`config.mk`:
```
export PLATFORM = sky130hd
export DESIGN_NAME = pba_zones
export DESIGN_NICKNAME = d
export VERILOG_FILES = /design/src/sv/pba_pkg.sv /design/src/sv/pba_zones.sv
export SDC_FILE = /design/constraint.sdc
export NUM_CORES = 1
export LEC_CHECK = 0
export ABC_AREA = 1
export BUFFER_PORTS_ARGS = -buffer_cell sky130_fd_sc_hd__buf_2
export CORE_MARGIN = 5
export CORE_UTILIZATION = 40
export CTS_BUF_LIST = sky130_fd_sc_hd__clkbuf_4
export CTS_CLUSTER_SIZE = 10
export DETAILED_ROUTE_END_ITERATION = 8
export PLACE_DENSITY = 0.64
export SLEW_MARGIN = 10
export SYNTH_ARGS = -nofsm -noshare
export SYNTH_HDL_FRONTEND = slang
export SYNTH_SLANG_ARGS = --single-unit
```
`constraint.sdc`:
```
create_clock -name clk -period 8.4 [get_ports clk]
set_clock_uncertainty 0.1 [all_clocks]
set_input_delay 1.26 -clock clk [delete_from_list [all_inputs] [get_ports clk]]
set_output_delay 1.26 -clock clk [all_outputs]
set_load 0.05 [all_outputs]
```
`src/sv/pba_pkg.sv`:
```
package pba_pkg;

  localparam int PAGES      = 4096;
  localparam int ZONES      = 4;
  localparam int ZONE_LIMIT = 4;
  localparam int NUM_REGS   = 4;

  localparam int PAGE_W     = $clog2(PAGES);
  localparam int CNT_W      = PAGE_W + 1;
  localparam int WORD_PAGES = 8;
  localparam int BIT_W      = $clog2(WORD_PAGES);
  localparam int WORDS      = PAGES / WORD_PAGES;
  localparam int WADDR_W    = $clog2(WORDS);
  localparam int MAP_W      = 2 * WORD_PAGES;
  localparam int ZIDX_W     = $clog2(ZONES);
  localparam int RUN_W      = CNT_W + ZIDX_W;
  localparam int ZSEL_W     = 3;
  localparam int STS_W      = 3;
  localparam int CFG_IDX_W  = 8;
  localparam int CFG_W      = 13;

  localparam logic [CFG_IDX_W-1:0] REG_KERNEL = CFG_IDX_W'(0);
  localparam logic [CFG_IDX_W-1:0] REG_NORMAL = CFG_IDX_W'(1);
  localparam logic [CFG_IDX_W-1:0] REG_DMA    = CFG_IDX_W'(2);
  localparam logic [CFG_IDX_W-1:0] REG_RES    = CFG_IDX_W'(3);

  localparam logic [CFG_W-1:0] KERNEL_RESET = '0;
  localparam logic [CFG_W-1:0] BOUND_RESET  = CFG_W'(PAGES);

  typedef logic [STS_W-1:0] status_t;
  localparam status_t STS_OK         = 3'd0;
  localparam status_t STS_BAD_ZONE   = 3'd1;
  localparam status_t STS_TOO_FEW    = 3'd2;
  localparam status_t STS_NO_RUN     = 3'd3;
  localparam status_t STS_NOT_HEADER = 3'd4;
  localparam status_t STS_BAD_COUNT  = 3'd5;

  localparam logic REQ_ALLOC = 1'b0;
  localparam logic REQ_FREE  = 1'b1;

  typedef struct packed {
    logic              req_type;
    logic [ZSEL_W-1:0] zone_select;
    logic [CNT_W-1:0]  page_count;
    logic [PAGE_W-1:0] page_index;
  } req_t;

  typedef struct packed {
    status_t           status;
    logic [PAGE_W-1:0] first_page;
    logic [CNT_W-1:0]  run_pages;
    logic [CNT_W-1:0]  zone_free_pages;
  } rsp_t;

  typedef struct packed {
    logic [ZONES-1:0][CNT_W-1:0] lo;
    logic [ZONES-1:0][CNT_W-1:0] hi;
  } zone_map_t;

  typedef enum logic [3:0] {
    S_CLEAR,
    S_IDLE,
    S_SCAN,
    S_MARK,
    S_FRD,
    S_FCHK,
    S_FCLR,
    S_WGAP,
    S_WALK,
    S_FIN
  } state_t;

endpackage

```
`src/sv/pba_zones.sv`:
```
module pba_zones (
  input  logic                           clk,
  input  logic                           rst,
  input  logic                           cfg_valid,
  input  logic [pba_pkg::CFG_IDX_W-1:0]  cfg_index,
  input  logic [pba_pkg::CFG_W-1:0]      cfg_data,
  output pba_pkg::zone_map_t             zm
);

  logic [pba_pkg::CFG_W-1:0] regs [pba_pkg::NUM_REGS];
  logic [pba_pkg::CNT_W-1:0] bnd  [pba_pkg::NUM_REGS];

  always_ff @(posedge clk) begin
    if (rst) begin
      regs[0] <= pba_pkg::KERNEL_RESET;
      regs[1] <= pba_pkg::BOUND_RESET;
      regs[2] <= pba_pkg::BOUND_RESET;
      regs[3] <= pba_pkg::BOUND_RESET;
    end else if (cfg_valid) begin
      unique case (cfg_index)
        pba_pkg::REG_KERNEL: regs[0] <= cfg_data;
        pba_pkg::REG_NORMAL: regs[1] <= cfg_data;
        pba_pkg::REG_DMA:    regs[2] <= cfg_data;
        pba_pkg::REG_RES:    regs[3] <= cfg_data;
        default: ;
      endcase
    end
  end

  // each boundary clipped to the map and kept at or above the one before
  always_comb begin
    logic [pba_pkg::CNT_W-1:0] b;
    logic [pba_pkg::CNT_W-1:0] floor_v;
    floor_v = '0;
    for (int i = 0; i < pba_pkg::NUM_REGS; i++) begin
      if (int'(regs[i]) > pba_pkg::PAGES) b = pba_pkg::CNT_W'(pba_pkg::PAGES);
      else b = pba_pkg::CNT_W'(regs[i]);
      if (b < floor_v) b = floor_v;
      bnd[i] = b;
      floor_v = b;
    end
    for (int z = 0; z < pba_pkg::ZONES; z++) begin
      if (z < 3) begin
        zm.lo[z] = bnd[z];
        zm.hi[z] = bnd[z+1];
      end else begin
        zm.lo[z] = bnd[3];
        zm.hi[z] = bnd[3];
      end
    end
  end

endmodule
```
==> run summary <==
Crit-path max FO: 25
Cells after DPL: 768
Place WS: 0.955 ns
Initial antenna violation count: 0
Final slew viol count: 0
Top cells by area, synth: edfxtp_1 (37%), ha_1 (11%), nand2_1 (10%)
Num rows: 37
CTS root buf: clkbuf_4
Synth unique cells: 28
CP max-delay cell: o221a_2
Clk network pwr share: 8.6%
Mean Syn Cell Area: 7.42 µm²
Worst Path Required: 7.04 ns
Switching pwr: 778 µW
IR drop worst, VDD: 0.166 mV
H-tree depth: 2
Hold_ws: 1.10 ns
Endpoints failing hold: 0
Die area: 12800 µm²
Drt drc: 0
Arrival time of the worst setup path: 6.30 ns
Setup CP Type: reg -> out
Status: completed
Routed WL: 11000 µm
Combinational Power Share: 67.4%
Pre-antenna DRT Iters: 4
Largest net degree at the start of global routing: 26
DR vias/cell: 4.70
Syn_nets: 631
CTS Buffer Depth: 2
Cell leakage power: 2.60 nW
I/O pins: 128
First-pass GRT wire length: 17900 µm
Initial DRC count: 231
Synth top area share: 36.8%
Worst slew margin: 62.3%
# setup viols final: 0
Clk sinks: 52
Most frequent CP cell: nand2_1
Switching share of power: 61.0%
Tot GR Track Use: 17.3%
Sequential fraction of design power: 24.1%
Largest reg by FF count: regs
Final Wtd Congestion: 0.863
Die W: 113 µm
Total internal power: 498 µW
Setup_tns: 0 ns
Via count: 3649
Max Cap Viol: 0
Register bit total from synthesis: 52
Reg clk slew, reported paths: 0.15 ns
Setup bufs post-CTS: 0
Worst Hold Class: in -> reg
Sequential share of the synthesized area: 36.8%
Die H: 113 µm
Area growth syn-to-layout: 10.1%
Slowest cell delay on critical path: 0.42 ns
Slew @ Worst Pin: 0.564 ns
Final Critical Period: 7.66 ns
Worst setup SP type: flip-flop
Clock buffer count from CTS: 5
Slack of the critical path: 0.737 ns
Dpl hpwl: 9460 µm
CTS tree: yes
Antenna diodes: 0
Routed length per instance: 14.2 µm
RSZ-0062 raised after global routing: false
IO Port Bufs: 127
Crit. End Element: primary output
Max Fclk: 130 MHz
Nets: 700
Pwr dens: 273 nW/µm²
Final Non-Filler Cells: 777
Cell Area, Synth: 4240 µm²
Synth Instances: 571
Grt ovf: 0
Final period util: 91.2%
Regs by FF count: regs (52)
Layout cells sized above 1: 23.6%
Synth warn: 0
Core Footprint: 10300 µm²
Max reg flops: 52
Synth area leader: edfxtp_1
Vias in the first global route: 3620
Initial core utilization: 41.1%
Final antenna-violating net count: 0
## worst paths after layout
check / cells past startpoint / from / to
setup / recovery: 32 / regs[0][11] / zm[39]
hold / removal: 3 / rst / regs[2][12]
## synth_stat cells (all sizes together)
library cell,number
a211oi,5
a21oi,12
and2,1
buf,59
clkbuf,7
clkinv,1
edfxtp,52
ha,36
inv,108
nand2,123
nand3,21
nand4,7
nor2,97
nor3,4
nor3b,1
nor4,7
o21ai,25
o21bai,1
o221a,2
or2,1
or4,1
## through the flow
| step | cell area, µm² | utilization (%) | power (mW) |
|---|---|---|---|
| 6_report | 4670 | 45.2 | 1.28 |
| 5_1_grt | 4670 | 45.2 | 1.35 |
| 4_1_cts | 4650 | 45.1 | 1.28 |
| 3_5_place_dp | 4600 | 44.5 | 1.17 |
| 3_3_place_gp | 4600 | 44.5 | 1.17 |
| 2_1_floorplan | 4250 | - | 1.10 |
## critical path: cells and delay by family, from the launching register on
family / cells / cell delay, ns
AND/OR/NAND/NOR: 15 / 1.97
AO/OA/AOI/OAI: 9 / 2.07
buffers and inverters: 5 / 0.56
adder cells (fa/ha/maj): 3 / 0.90
flip-flops: 1 / 0.40
## per-layer routing
layer  up-vias  track usage (%)  routed length, µm
met5         -                0                  0
met4         0             3.93                156
met3        14             1.66                578
met2       104             30.6               5360
met1      1648             22.9               4910
li1       1883                -                  -
## power by group through the flow
stage | combinational (mW) | clock [mW] | sequential, mW
after floorplan | 0.792 | 0 | 0.309
after global placement | 0.859 | 0 | 0.313
after detailed placement | 0.862 | 0 | 0.313
after CTS | 0.864 | 0.112 | 0.307
after global routing | 0.915 | 0.124 | 0.309
final | 0.859 | 0.109 | 0.307
## placed cells by master, fill, tap and decap left out, types with 4 or more instances in the layout
cell type    n
a211oi_1     5
nor4_1       6
nor3_1       4
o21ai_0     20
inv_1      107
buf_2      127
nand3_1     21
nand4_1      7
clkbuf_4     6
nand2_4      4
a21oi_1     12
nand2_2      5
ha_1        36
nor2_1      97
edfxtp_1    52
nand2_1    115
## cell type report
type	count	area, µm²
Tap cell	136	170
Fill cell	1088	5660
Timing Repair Buffer	127	636
Clock buffer	6	45.0
Sequential cell	52	1560
Multi-Input combinational cell	345	1830
Clock inverter	2	11.3
Inverter	109	409
## cells by family (layout without fill, tap and decap cells)
family | count (synthesis) | after routing | share of synthesized area [%]
fa+ha+maj | 36 | 36 | 10.6
buf+inv | 175 | 244 | 20.5
compound gates | 45 | 45 | 5.96
flops | 52 | 52 | 36.8
simple gates | 263 | 264 | 26.1
## what timing repair did
action                     in CTS  in global routing
hold buffers                    0                  0
resized for setup               0                  3
setup endpoints to repair       0                 39
Note: power is estimated with default switching activity, not from simulation.
