<file path="config.mk">
export PLATFORM = sky130hd
export DESIGN_NAME = pba_ram
export DESIGN_NICKNAME = d
export VERILOG_FILES = /design/src/sv/pba_ram.sv
export SDC_FILE = /design/constraint.sdc
export NUM_CORES = 1
export LEC_CHECK = 0
export BUFFER_PORTS_ARGS = -buffer_cell sky130_fd_sc_hd__buf_2
export CELL_PAD_IN_SITES_DETAIL_PLACEMENT = 1
export CELL_PAD_IN_SITES_GLOBAL_PLACEMENT = 1
export CORE_ASPECT_RATIO = 2
export CORE_MARGIN = 2
export CORE_UTILIZATION = 53
export DETAILED_ROUTE_END_ITERATION = 10
export GPL_ROUTABILITY_DRIVEN = 0
export PLACE_DENSITY = 0.77
export SETUP_SLACK_MARGIN = 0.15
export SYNTH_ARGS = -nofsm -noshare
export SYNTH_HDL_FRONTEND = slang
export SYNTH_SLANG_ARGS = --single-unit
</file>
<file path="constraint.sdc">
create_clock -name clk -period 2.6 [get_ports clk]
set_input_delay 0.65 -clock clk [delete_from_list [all_inputs] [get_ports clk]]
set_output_delay 0.65 -clock clk [all_outputs]
set_load 0.005 [all_outputs]
</file>
<file path="src/sv/pba_ram.sv">
module pba_ram #(
  parameter int WIDTH = 8,
  parameter int DEPTH = 16
) (
  input  logic                     clk,
  input  logic                     we,
  input  logic [$clog2(DEPTH)-1:0] waddr,
  input  logic [WIDTH-1:0]         wdata,
  input  logic [$clog2(DEPTH)-1:0] raddr,
  output logic [WIDTH-1:0]         rdata
);

  logic [WIDTH-1:0] mem [DEPTH];

  always_ff @(posedge clk) begin
    if (we) begin
      mem[waddr] <= wdata;
    end
    rdata <= mem[raddr];
  end

endmodule

</file>
==> summary.txt, run 1 <==
Run status
  • Status: completed

Clocking
  • CTS tree: built
  • Number of clock buffers inserted by TritonCTS: 17
  • Clk buf depth: 2
  • # clock sinks: 136
  • H-tree Lvls: 4
  • Post-cts hold buffer count: 0
  • Worst skew pair latency: 0.40 ns
  • Post-CTS setup buffers: 0
  • Worst-path clk slew: 0.06 ns
  • CTS root buf: clkbuf_16
  • CTS resizes: 0

Setup path
  • Slowest-stage cell, CP: mux4_2
  • Crit path depth: 5
  • Max FO, Critical Path: 26
  • Crit. Startpoint: raddr[0]
  • Required @ worst endpoint: 2.88 ns
  • Crit-path cells: buf_2, buf_12, mux4_2, a22oi_1, nand2_1
  • R2R cell count: 3
  • Nature of the critical path startpoint: input port
  • Delay-heaviest family, CP: multiplexers
  • WS Path Type: input port to flop
  • Crit path capture type: flop
  • Slowest Stage Delay on Critical Path: 0.55 ns
  • RR Startpoint: mem[1][3]$_DFFE_PP_
  • Worst path arrival time: 1.96 ns
  • Buf/Inv on CP: 2

Timing
  • Final Cycle Share: 64.5%
  • Slew Limit Fails: 0
  • # setup viols final: 0
  • Fmax: 0.597 GHz
  • Final setup margin: 0.924 ns
  • Tightest hold margin: 0.630 ns
  • Setup tns final: 0 ns
  • Skew final: 0.00701 ns
  • Tightest Pin Transition: 0.575 ns
  • Endpoints failing hold: 0
  • Slew HR: 61.4%
  • RSZ-0062 raised after global routing: no
  • Crit path time final: 1.68 ns

Layout
  • Layout Nets: 302
  • P&R area growth vs syn: 17.9%
  • Fill count: 781
  • Final antenna diode count: 0
  • Final std cells w/o fill: 401
  • Post-Route Utilization: 64.7%
  • Cell area after layout: 6070 sq um
  • Share of layout cells above drive strength 1: 31.3%

Job
  • Max-Cap Viols: 0

Global route
  • Grt ovf: 0
  • First-pass GRT wire length: 16900 um
  • Largest net degree at the start of global routing: 33
  • Initial antenna violation count: 0
  • Number of global-route vias before repair: 2793
  • GR Util All Layers: 23.6%

Yosys
  • Synth Cell Area: 5150 sq um
  • Syn Inst Count: 229
  • Sequential fraction of the synthesis area: 77.8%
  • Netlist cell types: 19
  • FF+latch count, synth: 136
  • Synthesized area per cell: 22.5 sq um
  • Ys Warns: 0
  • Syn nets: 247

Floorplan
  • Rows: 50
  • Die width: 73.7 um
  • Starting Density: 54.9%
  • # IOs: 26
  • Die Y-Extent: 143 um
  • Die ar.: 10600 sq um
  • CORE AREA: 9380 sq um

Min path
  • Min-Delay Path Depth: 1
  • HP Class: input port to flop
  • Hold_sp: wdata[0]

Drt
  • Vias: 2434
  • Initial DRC count: 189
  • First-pass DRT Iterations: 4
  • Post-Route WL: 10800 um
  • DRC Markers: 0
  • Vias per inst: 6.07
  • Post-route ant nets: 0
  • Post-DR wirelength/cell: 26.9 um

Place
  • HPWL after detailed placement: 7110 um
  • Placed cell area: 5500 sq um
  • Dpl ws: 0.511 ns
  • Cells after DPL: 369
  • I/O Buffers: 25

Power and ir drop
  • Total power: 4.98 mW
  • Power density cells: 821 nW/um^2
  • Pleak: 2.09 nW
  • Max VDD drop: 790 uV
==> per-layer routing <==
| metal | track usage (%) | wire length [um] | up-vias |
|---|---|---|---|
| li1 | - | - | 1084 |
| met4 | 9.47 | 177 | 0 |
| met1 | 28.3 | 3970 | 1271 |
| met5 | 0 | 0 | - |
| met3 | 5.40 | 381 | 11 |
| met2 | 40.5 | 6250 | 68 |
==> synthesized netlist by cell type, drive strengths merged <==
cell type / n / area (sq um)
dfxtp: 8 / 160
nor2b: 1 / 6.26
buf: 7 / 56.3
or3b: 1 / 8.76
a22oi: 16 / 120
nand2b: 2 / 12.5
edfxtp: 128 / 3840
clkdlybuf4s25: 3 / 30.0
nor3: 4 / 20.0
nand2: 9 / 33.8
nand3b: 2 / 15.0
nand3: 1 / 5.00
nor2: 13 / 48.8
and2: 1 / 6.26
and2b: 1 / 7.51
mux4: 32 / 773
==> sequential cells by signal, indices dropped and copies added (netlist names) <==
name	count
mem	128
rdata	8
==> final timing paths <==
check,endpoint,slack [ns]
max,rdata[4]$_DFF_P_,0.92
min reg2reg,rdata[6]$_DFF_P_,0.67
max reg2reg,rdata[3]$_DFF_P_,1.15
min,mem[5][0]$_DFFE_PP_,0.63
==> cell usage in the layout, fill, tap and decap left out <==
cell	count
and2b_1	1
buf_12	2
nand2b_1	2
mux4_2	18
and2_1	1
clkbuf_16	17
nor2b_1	1
buf_4	19
nor2_1	13
nand3_1	1
edfxtp_1	128
clkinv_2	5
bufinv_16	2
a22oi_1	16
nand2_1	9
nand3b_1	2
clkbuf_8	2
nor3_1	4
buf_2	25
dfxtp_1	8
clkinvlp_4	2
mux4_1	14
clkbuf_1	4
or3b_2	1
==> cell families after synthesis <==
family,after synthesis,synth area share (%)
flip-flops,136,77.8
AND/OR/NAND/NOR,35,3.18
multiplexers,32,15.0
AO/OA/AOI/OAI,16,2.33
buffers and inverters,10,1.68
==> area by class of cell <==
class / count / area (sq um) / share of cell area, %
clock buffers: 23 / 468 / 7.71
clock inverters: 9 / 100 / 1.65
multi-input cells: 83 / 1060 / 17.4
flip-flops and latches: 136 / 4000 / 66.0
well taps: 104 / 130 / 2.14
repair buffers: 46 / 308 / 5.07
==> power by group <==
part | internal, mW | switching, mW | leakage, nW
Sequential | 2.45 | 0.0160 | 1.22
Combinational | 0.100 | 0.126 | 0.590
Clock | 1.45 | 0.834 | 0.277
Total | 4.01 | 0.977 | 2.09
Note: power is estimated with default switching activity, not from simulation.
==> run 2, diff against run 1 <==
==> constraint.sdc (replaced) <==
create_clock -name clk -period 1.6 [get_ports clk]
set_input_delay 0.4 -clock clk [delete_from_list [all_inputs] [get_ports clk]]
set_output_delay 0.4 -clock clk [all_outputs]
set_load 0.005 [all_outputs]
==> run 2 against run 1 <==
Against the previous run: power is 72% higher; sequential power is 62% higher; design area is 2.6% higher; critical endpoint is now rdata[1]$_DFF_P_; final cell count is 2.7% higher; combinational power is 77% higher; sequential share of layout area is 1.7 points lower; highest routed layer unchanged; critical path depth is 2 lower; worst setup slack worse by 0.70 ns; count of clock-buffer cells in the layout is 5 lower.
==> summary.txt, run 2 (synthesized netlist as in run 1, its figures left out) <==
Floorplan
  • Die width: 73.7 um (unchanged)
  • # IOs: 26 (unchanged)
  • Rows: 50 (unchanged)
  • Die ar.: 10600 sq um (unchanged)
  • Die Y-Extent: 143 um (unchanged)
  • CORE AREA: 9380 sq um (unchanged)
  • Starting Density: 54.9% (unchanged)

Layout
  • Multi-input gate area: 1050 sq um (was 1060 sq um)
  • Reg area: 4000 sq um (unchanged)
  • Most common cell after layout, fill and taps aside: edfxtp_1 (unchanged)
  • Max reg flops: 128 (unchanged)
  • Final antenna diode count: 0 (unchanged)
  • Layout Nets: 313 (was 302)
  • Fill count: 759 (was 781)
  • Share of layout cells above drive strength 1: 39.6% (was 31.3%)
  • Cell area after layout: 6220 sq um (was 6070 sq um)
  • Top Registers: mem (128), rdata (8) (unchanged)
  • P&R area growth vs syn: 20.9% (was 17.9%)
  • Most frequent cells in the layout: 128 x edfxtp_1, 29 x mux4_2, 29 x buf_4 (was 128 x edfxtp_1, 25 x buf_2, 19 x buf_4)
  • Largest reg by FF count: mem (unchanged)

Power and ir drop
  • Pleak: 2.14 nW (was 2.09 nW)
  • Power density cells: 1380 nW/um^2 (was 821 nW/um^2)
  • Max VDD drop: 1170 uV (was 790 uV)
  • Sw power: 1.67 mW (was 0.977 mW)
  • Flop pwr share: 46.7% (was 49.5%)
  • Switching Fraction: 19.5% (was 19.6%)
  • P_int: 6.92 mW (was 4.01 mW)
  • Clock network power share: 48.6% (was 45.9%)
  • Combinational power share: 4.7% (was 4.6%)

Drt
  • Vias per inst: 6.12 (was 6.07)
  • DRC Markers: 0 (unchanged)
  • Post-DR wirelength/cell: 26.8 um (was 26.9 um)
  • Post-route ant nets: 0 (unchanged)
  • Post-Route WL: 11100 um (was 10800 um)
  • Vias: 2521 (was 2434)
  • First-pass DRT Iterations: 4 (unchanged)
  • Initial DRC count: 174 (was 189)

Timing
  • Fmax: 0.728 GHz
  • Final Cycle Share: 85.9%
  • # setup viols final: 0 (unchanged)
  • Slew Limit Fails: 0 (unchanged)
  • Slew HR: 49.3% (was 61.4%)
  • Crit path time final: 1.37 ns
  • Tightest Pin Transition: 0.759 ns (was 0.575 ns)
  • Endpoints failing hold: 0 (unchanged)
  • Tightest hold margin: 0.379 ns (was 0.630 ns)
  • Skew final: 0.00831 ns (was 0.00701 ns)
  • RSZ-0062 raised after global routing: no (unchanged)

Global route
  • GR Util All Layers: 23.7% (was 23.6%)
  • Initial antenna violation count: 0 (unchanged)
  • Largest net degree at the start of global routing: 22 (was 33)
  • Number of global-route vias before repair: 2822 (was 2793)
  • First-pass GRT wire length: 17000 um (was 16900 um)
  • Grt ovf: 0 (unchanged)

Setup path
  • Nature of the critical path startpoint: flop (was input port)
  • WS Path Type: flop to flop (was input port to flop)
  • Crit path capture type: flop (unchanged)
  • Max FO, Critical Path: 1 (was 26)
  • Required @ worst endpoint: 1.88 ns (was 2.88 ns)
  • Worst path arrival time: 1.66 ns (was 1.96 ns)

Clocking
  • Number of clock buffers inserted by TritonCTS: 17 (unchanged)
  • H-tree Lvls: 4 (unchanged)
  • Clk buf depth: 2 (unchanged)
  • CTS resizes: 0 (unchanged)
  • Post-cts hold buffer count: 0 (unchanged)
  • CTS tree: built (unchanged)
  • Worst skew pair latency: 0.41 ns (was 0.40 ns)
  • CTS root buf: clkbuf_16 (unchanged)
  • Worst-path clk slew: 0.06 ns (about the same)
  • # clock sinks: 136 (unchanged)
  • Post-CTS setup buffers: 0 (unchanged)

Job
  • Max-Cap Viols: 0 (unchanged)

Run status
  • Status: completed (unchanged)

Place
  • I/O Buffers: 25 (unchanged)
  • Placed cell area: 5590 sq um (was 5500 sq um)
  • HPWL after detailed placement: 7240 um (was 7110 um)

Min path
  • HP Class: input port to flop (unchanged)
-- run 2: power by group through the flow --
stage / registers (mW) / logic (mW) / clock network, mW
after floorplan: 4.08 / 0.223 / 0
after global placement: 4.08 / 0.387 / 0
after detailed placement: 4.09 / 0.407 / 0
after CTS: 4.01 / 0.410 / 4.22
after global routing: 4.02 / 0.438 / 4.37
final: 4.01 / 0.402 / 4.17
-- run 2: layout make-up --
type | count | area share, %
Clock buffer | 18 | 6.90
Clock inverter | 14 | 3.30
Multi-Input combinational cell | 83 | 16.9
Sequential cell | 136 | 64.3
Tap cell | 104 | 2.09
Timing Repair Buffer | 57 | 6.47
-- run 2: stage by stage --
step	setup TNS [ns]	total power [mW]	instances	setup WS (ns)	utilization (%)
2_1_floorplan	0	4.30	229	0.0970	-
3_3_place_gp	-0.989	4.47	380	-0.156	59.6
3_5_place_dp	-1.32	4.49	380	-0.170	59.6
4_1_cts	0	8.65	412	0.224	66.3
5_1_grt	0	8.82	412	0.161	66.3
6_report	0	8.59	412	0.226	66.3
-- run 2: path summary, 6_finish.rpt --
path                         from             endpoint  slack, ns  cells after the start
max           mem[3][1]$_DFFE_PP_     rdata[1]$_DFF_P_       0.23                      3
min                      wdata[2]  mem[0][2]$_DFFE_PP_       0.38                      1
max reg2reg   mem[3][1]$_DFFE_PP_     rdata[1]$_DFF_P_       0.23                      3
min reg2reg  mem[14][6]$_DFFE_PP_     rdata[6]$_DFF_P_       0.67                      3
-- run 2: critical path: stages, from the launching register on --
cell and delay (ns):
edfxtp_1 0.37, mux4_2 0.49, a22oi_1 0.30, nand2_1 0.09
-- run 2: metal layers --
layer / vias up / part of all wire (%) / track usage, %
li1: 1095 / - / -
met1: 1332 / 38 / 28.6
met2: 75 / 56 / 40.1
met3: 19 / 3.4 / 5.12
met4: 0 / 2.4 / 10.7
met5: - / 0 / 0
